<file path="src/hdl/smpq_pkg.sv">
// smpq_pkg: shared constants and types for the sorted max priority queue.
// Used by smpq_cell, sorted_max_priority_queue and the bench; depends on nothing.
package smpq_pkg;

  localparam int DEPTH = 16;
  localparam int KEY_W = 32;
  localparam int CNT_W = $clog2(DEPTH + 1);

  localparam logic ACT_PUSH = 1'b0;
  localparam logic ACT_POP  = 1'b1;

  typedef logic signed [KEY_W-1:0] key_t;

  typedef struct packed {
    logic push;
    logic pop;
    key_t key;
  } cell_ctl_t;

endpackage

</file>
<file path="src/hdl/smpq_cell.sv">
// smpq_cell: one slot of the sorted shift-register queue.
// Holds one key and its valid bit; depends on smpq_pkg.
module smpq_cell (
  input  logic               clk,
  input  logic               rst_n,
  input  smpq_pkg::cell_ctl_t ctl,
  input  logic               prev_take,
  input  logic               prev_valid,
  input  smpq_pkg::key_t     prev_key,
  input  logic               next_valid,
  input  smpq_pkg::key_t     next_key,
  output logic               take,
  output logic               valid,
  output smpq_pkg::key_t     key
);
  import smpq_pkg::*;

  key_t key_r, key_nxt;
  logic valid_r, valid_nxt;

  // new key belongs at or above this slot
  assign take  = !valid_r || (ctl.key > key_r);
  assign valid = valid_r;
  assign key   = key_r;

  always_comb begin
    key_nxt   = key_r;
    valid_nxt = valid_r;
    if (ctl.push) begin
      valid_nxt = valid_r | prev_valid;
      if (take && prev_take) begin
        key_nxt = prev_key;
      end else if (take) begin
        key_nxt = ctl.key;
      end
    end else if (ctl.pop) begin
      valid_nxt = next_valid;
      key_nxt   = next_key;
    end
  end

  always_ff @(posedge clk) begin
    if (!rst_n) begin
      valid_r <= 1'b0;
    end else begin
      valid_r <= valid_nxt;
    end
  end

  always_ff @(posedge clk) begin
    key_r <= key_nxt;
  end

endmodule

</file>
<file path="src/hdl/sorted_max_priority_queue.sv">
// sorted_max_priority_queue: max-first priority queue over a row of smpq_cell slots.
// Depends on smpq_pkg and smpq_cell.
// The result strobe is registered: it rises in the cycle after the start beat.
// Throughput: one beat per cycle; every cell compares with the broadcast key and
// shifts in the same cycle. busy stays low. Reset (synchronous, rst_n low) empties
// the queue and clears the strobe.
module sorted_max_priority_queue (
  input  logic                         clk,
  input  logic                         rst_n,
  input  logic                         start,
  output logic                         busy,
  input  logic                         in_action,
  input  logic signed [31:0]           in_key_in,
  output logic                         out_strobe,
  output logic                         out_popped_valid,
  output logic signed [31:0]           out_key_out,
  output logic                         out_was_empty,
  output logic                         out_dropped,
  output logic [smpq_pkg::CNT_W-1:0]   out_occupancy
);
  import smpq_pkg::*;

  cell_ctl_t ctl;
  logic      take_w  [DEPTH];
  logic      valid_w [DEPTH];
  key_t      key_w   [DEPTH];

  logic [CNT_W-1:0] count_r, count_nxt;
  logic             full;
  logic             strobe_r;
  logic             popped_valid_r, was_empty_r, dropped_r;
  key_t             key_out_r;
  logic [CNT_W-1:0] occ_r;

  assign busy = 1'b0;
  assign full = (count_r == CNT_W'(DEPTH));

  always_comb begin
    ctl.push = start && (in_action == ACT_PUSH);
    ctl.pop  = start && (in_action == ACT_POP);
    ctl.key  = in_key_in;
  end

  genvar gi;
  generate
    for (gi = 0; gi < DEPTH; gi++) begin : g_cell
      logic prev_take, prev_valid, next_valid;
      key_t prev_key, next_key;
      if (gi == 0) begin : g_head
        assign prev_take  = 1'b0;
        assign prev_valid = 1'b1;
        assign prev_key   = '0;
      end else begin : g_body
        assign prev_take  = take_w[gi-1];
        assign prev_valid = valid_w[gi-1];
        assign prev_key   = key_w[gi-1];
      end
      if (gi == DEPTH - 1) begin : g_tail
        assign next_valid = 1'b0;
        assign next_key   = '0;
      end else begin : g_mid
        assign next_valid = valid_w[gi+1];
        assign next_key   = key_w[gi+1];
      end
      smpq_cell u_cell (
        .clk        (clk),
        .rst_n      (rst_n),
        .ctl        (ctl),
        .prev_take  (prev_take),
        .prev_valid (prev_valid),
        .prev_key   (prev_key),
        .next_valid (next_valid),
        .next_key   (next_key),
        .take       (take_w[gi]),
        .valid      (valid_w[gi]),
        .key        (key_w[gi])
      );
    end
  endgenerate

  always_comb begin
    count_nxt = count_r;
    if (ctl.push && !full) begin
      count_nxt = count_r + CNT_W'(1);
    end else if (ctl.pop && valid_w[0]) begin
      count_nxt = count_r - CNT_W'(1);
    end
  end

  always_ff @(posedge clk) begin
    if (!rst_n) begin
      count_r  <= '0;
      strobe_r <= 1'b0;
    end else begin
      count_r  <= count_nxt;
      strobe_r <= start;
    end
  end

  always_ff @(posedge clk) begin
    if (start) begin
      popped_valid_r <= ctl.pop && valid_w[0];
      was_empty_r    <= ctl.pop && !valid_w[0];
      dropped_r      <= ctl.push && full;
      occ_r          <= count_nxt;
      if (ctl.pop) begin
        key_out_r <= valid_w[0] ? key_w[0] : '1;
      end else begin
        key_out_r <= '0;
      end
    end
  end

  assign out_strobe       = strobe_r;
  assign out_popped_valid = popped_valid_r;
  assign out_key_out      = key_out_r;
  assign out_was_empty    = was_empty_r;
  assign out_dropped      = dropped_r;
  assign out_occupancy    = occ_r;

endmodule

</file>
<file path="config.mk">
export PLATFORM = sky130hd
export DESIGN_NAME = sorted_max_priority_queue
export DESIGN_NICKNAME = d
export VERILOG_FILES = /design/src/hdl/smpq_pkg.sv /design/src/hdl/smpq_cell.sv /design/src/hdl/sorted_max_priority_queue.sv
export SDC_FILE = /design/constraint.sdc
export NUM_CORES = 2
export LEC_CHECK = 0
export BUFFER_PORTS_ARGS = -buffer_cell sky130_fd_sc_hd__buf_2
export CORE_ASPECT_RATIO = 1.1
export CORE_MARGIN = 2
export CORE_UTILIZATION = 55
export CTS_BUF_LIST = sky130_fd_sc_hd__clkbuf_8
export CTS_CLUSTER_SIZE = 40
export DETAILED_ROUTE_END_ITERATION = 7
export GPL_ROUTABILITY_DRIVEN = 0
export MAX_ROUTING_LAYER = met4
export PLACE_DENSITY = 0.81
export SYNTH_ARGS = -nofsm -noshare
export SYNTH_HDL_FRONTEND = slang
export SYNTH_SLANG_ARGS = --single-unit
</file>
<file path="constraint.sdc">
create_clock -name clk -period 8.7 [get_ports clk]
set_input_delay 1.74 -clock clk [delete_from_list [all_inputs] [get_ports clk]]
set_output_delay 1.74 -clock clk [all_outputs]
set_load 0.02 [all_outputs]
</file>
==> Word level (Yosys, flattened, before mapping) <==
Index checks and enable logic that the tools add are counted.
{ "totals": {"ff_bits": 574, "inputBits": 36, "output_inout_bits": 42, "wordCells": 259} }
{ "op_classes": {"n_addsub": 2, "magnitude_cmp": 16, "n_eq_ne": 17, "mux": 98, "bitwise": 16, "reduce_logical": 71} }
{ "ops": {"columns": ["operator", "n"], "rows": [
  ["32-bit 2-to-1 mux", 64],
  ["32-bit > comparator", 16],
  ["3-bit by 1-bit inequality test with 1-bit output, second input constant", 15],
  ["1-bit 2-to-1 mux", 32],
  ["2-bit AND reduction", 16],
  ["1-bit logical AND", 21],
  ["1-bit zero test", 17],
  ["1-bit logical OR", 16],
  ["1-bit OR", 15],
  ["5-bit 2-to-1 mux", 2],
  ["5-bit by 1-bit adder with 5-bit output, second input constant", 1],
  ["5-bit equality test, second input constant", 1],
  ["5-bit by 1-bit subtractor with 5-bit output, second input constant", 1],
  ["2-bit by 1-bit inequality test with 1-bit output, second input constant", 1],
  ["2-bit nonzero test", 1],
  ["1-bit NOT", 1]
]} }

==> Depth between registers and ports, before layout <==
{ "depth": {"word_depth": 5, "mapped_depth": 12, "depth_no_buf": 10} }

==> By module <==
From an unflattened synthesis, not the netlist that was laid out.
{ "hier_totals": {"hier_cells": 5751, "area_unflattened_um2": 50020.5} }
{ "modules_own_cells": {"columns": ["mod", "instances", "cells_per_inst", "area_each_um2", "seq_area_each_um2"], "rows": [
  ["smpq_cell", 16, 349, 3000.4, 980.9],
  ["sorted_max_priority_queue", 1, 167, 2014.4, 1321.3]
]} }

==> Worst setup path before layout <==
OpenSTA, ideal clock, no wires.
{ "synth_path": {"path_kind": "input -> register", "start": "input port in_key_in[31]", "end": "register g_cell[6].u_cell.key_r[0] (enable)", "setup_ps": 470, "t_arrival_ps": 6087, "required_ps": 8230, "setup_slack_ps": 2143, "cell_stages": 10, "n_path_buf": 2, "cell_sequence": "ha_1 and4_1 nand3_1 or4_4 a21oi_2 nor3b_1 o221a_2 buf_6 buf_6 a21boi_0"} }
{ "synth_between": {"elab_chain_len": 5, "word_cells_on_any_way": 7, "cone_classes": "2 x order compare; 1 x eq/ne; 4 x reduce/logical"} }
{ "synth_lines": {"columns": ["element", "line", "source"], "rows": [
  ["from (decl)", "sorted_max_priority_queue.sv:13", "input logic signed [31:0] in_key_in,"],
  ["32-bit > comparator", "smpq_cell.sv:22", "assign take = !valid_r || (ctl.key > key_r);"],
  ["1-bit logical OR", "smpq_cell.sv:22", null],
  ["1-bit logical AND", "smpq_cell.sv:31", "if (take && prev_take) begin"],
  ["3-bit by 1-bit inequality test with 1-bit output (no line) (*)", null, null],
  ["2-bit AND reduction (no line) (*)", null, null],
  ["to (signal assigned)", "smpq_cell.sv:51", "key_r <= key_nxt;"],
  ["to (decl)", "smpq_cell.sv:18", "key_t key_r, key_nxt;"]
]} }
Every way passes the cells marked *; elsewhere a longest branch is shown, timed or not.
A chain may end at the register's enable or synchronous reset.

==> Worst setup path in the final report <==
{ "layout_path": {"start": "input port in_key_in[15]", "end": "register g_cell[13].u_cell.key_r[21] (enable)"} }
{ "layout_between": {"elab_chain_len": 5, "word_cells_on_any_way": 7, "cone_classes": "2 x order compare; 1 x eq/ne; 4 x reduce/logical"} }
{ "layout_lines": {"columns": ["element", "line"], "rows": [
  ["32-bit > comparator", "smpq_cell.sv:22"],
  ["1-bit logical OR", "smpq_cell.sv:22"],
  ["1-bit logical AND", "smpq_cell.sv:31"],
  ["3-bit by 1-bit inequality test with 1-bit output (no line) (*)", null],
  ["2-bit AND reduction (no line) (*)", null],
  ["to (signal assigned)", "smpq_cell.sv:51"],
  ["to (decl)", "smpq_cell.sv:18"]
]} }
Marked as above.

==> flow_metrics.py <==
metrics = {
    "placed_design": {
        "place_ws_ns": 2.73,
        "dp_hpwl_mm": 101,
        "port_buffers": 76,
    },
    "cells_and_area": {
        "finalCoreUtilization_pct": 59.9,
        "areaGrowthSynthToFinish_pct": 7.50,
        "fillerInstances": 6192,
        "drive_gt1_share_pct": 7.76,
        "multi_input_area_um2": 21600,
        "finalNetCount": 4861,
        "seq_area_um2": 17000,
    },
    "clock_tree": {
        "cts_hold_buf": 0,
        "cts_root_buf": "clkbuf_8",
        "htreeDepth": 3,
        "clk_latency_ns": 0.75,
        "cts.sinks": 574,
        "clk_pin_slew_ns": 0.07,
        "cts_tree": "done",
        "post_cts_buffers": 0,
        "cts_buffers": 97,
        "cts_resized": 0,
        "cts_buffer_depth": 3,
    },
    "power": {
        "p_leak_nw": 18.2,
        "power_density_nw_per_um2": 191,
        "ir_worst_vdd_mv": 0.112,
    },
    "route": {
        "viasPerCell": 7.23,
        "ant_nets": 0,
        "wl_per_cell_um": 27.2,
        "vias": 38786,
        "drtIter0Drc": 6270,
        "dr.pass1.iters": 7,
        "wl_mm": 146,
        "drc_errors": 0,
    },
    "timing": {
        "skew_ns": 0.0551,
        "timing.final.crit_share_pct": 63.1,
        "hold_ws_ns": 0.533,
        "max_freq_mhz": 182,
        "min_period_ns": 5.49,
        "hold_viol": 0,
        "relSlewSlack_pct": 11.4,
        "tns_ns": 0,
        "setup_viol": 0,
        "drv_slew": 0,
        "rsz0062_at_grt": "false",
        "worst_pin_slew_ns": 1.33,
        "fin_ws_ns": 3.21,
    },
    "yosys": {
        "yosysSeqAreaShare_pct": 40.8,
        "synthArstFlopShare_pct": 0,
        "syn_nets": 4976,
        "synth_edf_count": 552,
        "synth_cell_types": 74,
        "synth_area_leader_cell": "edfxtp_1",
        "yosysMostFrequentCell": "edfxtp_1",
        "ys_seq_elements": 574,
        "synth_area_leaders": "edfxtp_1, ha_1, nand4_1",
        "synthTopCellsByCount": "edfxtp_1, inv_1, ha_1",
        "avgSynthCellArea_um2": 9.43,
        "yosys_warnings": 0,
        "synth-main-ff-cell": "edfxtp_1",
        "postSynthCellCount": 4426,
        "synth_area_um2": 41700,
        "yosysTopAreaCellShare_pct": 39.7,
    },
    "flow_run": {
        "drv_cap": 0,
    },
    "setup_path": {
        "arrival_ns": 5.87,
        "path_class": "in -> reg",
        "worst_ep_required_time_ns": 9.09,
        "cp_max_fo": 65,
        "end_kind": "flop",
        "start_kind": "input port",
        "ff2ff_setup_slack_ns": 4.24,
    },
    "global_route": {
        "grt_pass1_wl_mm": 220,
        "grt_max_degree": 174,
        "track_usage_pct": 37.6,
        "grt_overflow": 0,
        "grt_pass1_vias": 37262,
        "antenna_found_initial": 6,
    },
    "die": {
        "core_um2": 74900,
        "die_w_um": 267,
        "start_util_pct": 55.7,
        "rows": 105,
        "top_level_ports": 78,
        "dieArea_um2": 78100,
        "die_y_um": 293,
    },
    "run_status": {
        "status": "finished clean",
    },
    "hold_path": {
        "hold_path_class": "reg -> reg",
    },
}
[cells by family after synthesis]
family	Yosys count	synth area share [%]
and+or+nand+nor	940	12.8
xor gates and xnor gates	4	0.0840
muxes	32	0.767
AOI/OAI and AO/OA	1465	21.9
other	1	0.00898
buffers and inverters	896	8.26
adders and majority gates	514	15.4
DFF	574	40.8
[critical path: stages]
cell and delay (ns):
buf_2 0.48, ha_1 0.26, nand4_1 0.21, nor4_1 0.73, o21ai_0 0.22, o211ai_1 0.23, a211oi_1 0.18, or2_2 0.31
buf_4 0.34, a21boi_4 0.67, buf_4 0.42
[state kept, by name, indices dropped and copies added (netlist names)]
register,flops
g_cell.u_cell.key,512
out_key_out,32
g_cell.u_cell.valid,16
count_r,5
out_occupancy,5
out_dropped,1
out_popped_valid,1
out_strobe,1
out_was_empty,1
[placed cells by master, fill, tap and decap left out, types with 10 or more instances in the layout]
cell,instances
inv_1,564
edfxtp_1,552
ha_1,514
o21ai_0,500
nand4_1,492
o211ai_1,401
a21oi_1,243
nand2_1,182
clkbuf_8,116
buf_2,76
a21o_1,75
nand3_1,66
buf_4,57
o21ai_1,52
and2_1,40
a31oi_1,37
a22oi_1,33
mux2i_1,32
o221ai_1,31
nor2_1,27
nor3_1,24
clkinv_2,24
dfxtp_1,22
nor2b_1,20
a21boi_4,15
and4_1,12
nor4_1,11
a211oi_1,11
clkinv_1,11
bufinv_16,10
[area by class of cell]
class / instances / share of cell area [%]
diodes: 5 / 0.0279
clock buffers: 116 / 3.56
clock inverters: 66 / 1.23
inverters: 546 / 4.57
multi-input cells: 2956 / 48.1
flip-flops and latches: 574 / 37.9
well taps: 963 / 2.69
repair buffers: 136 / 1.94
[stage by stage]
stage	total power, mW	std cells	area (µm²)
2_1_floorplan	5.01	4426	41700
3_3_place_gp	5.64	5175	42700
3_5_place_dp	5.73	5175	42700
4_1_cts	8.45	5357	44900
5_1_grt	8.86	5362	44900
6_report	8.57	5362	44900
[where the power goes]
group / switching (mW) / internal [mW] / total (mW)
clock: 1.27 / 1.51 / 2.78
combinational: 1.47 / 0.690 / 2.16
sequential: 0.186 / 3.45 / 3.63
total: 2.93 / 5.65 / 8.57
[final timing paths]
check                                           start                                   to  depth (start not counted)
hold / removal    g_cell[2].u_cell.valid$_SDFFE_PN0P_  g_cell[2].u_cell.valid$_SDFFE_PN0P_                          2
setup / recovery                        in_key_in[15]  g_cell[13].u_cell.key[21]$_DFFE_PP_                         11
hold reg to reg   g_cell[2].u_cell.valid$_SDFFE_PN0P_  g_cell[2].u_cell.valid$_SDFFE_PN0P_                          2
setup reg to reg  g_cell[13].u_cell.key[13]$_DFFE_PP_  g_cell[13].u_cell.key[21]$_DFFE_PP_                         11
[routing by layer]
layer  track usage [%]  up-vias  share of wire [%]
li1                  -    16771                  -
met1              46.0    18141                 35
met2              54.7     3135                 43
met3              8.78      739                 13
met4              27.0        0                8.5
met5                 -        -                  0
Note: power is estimated with default switching activity, not from simulation.
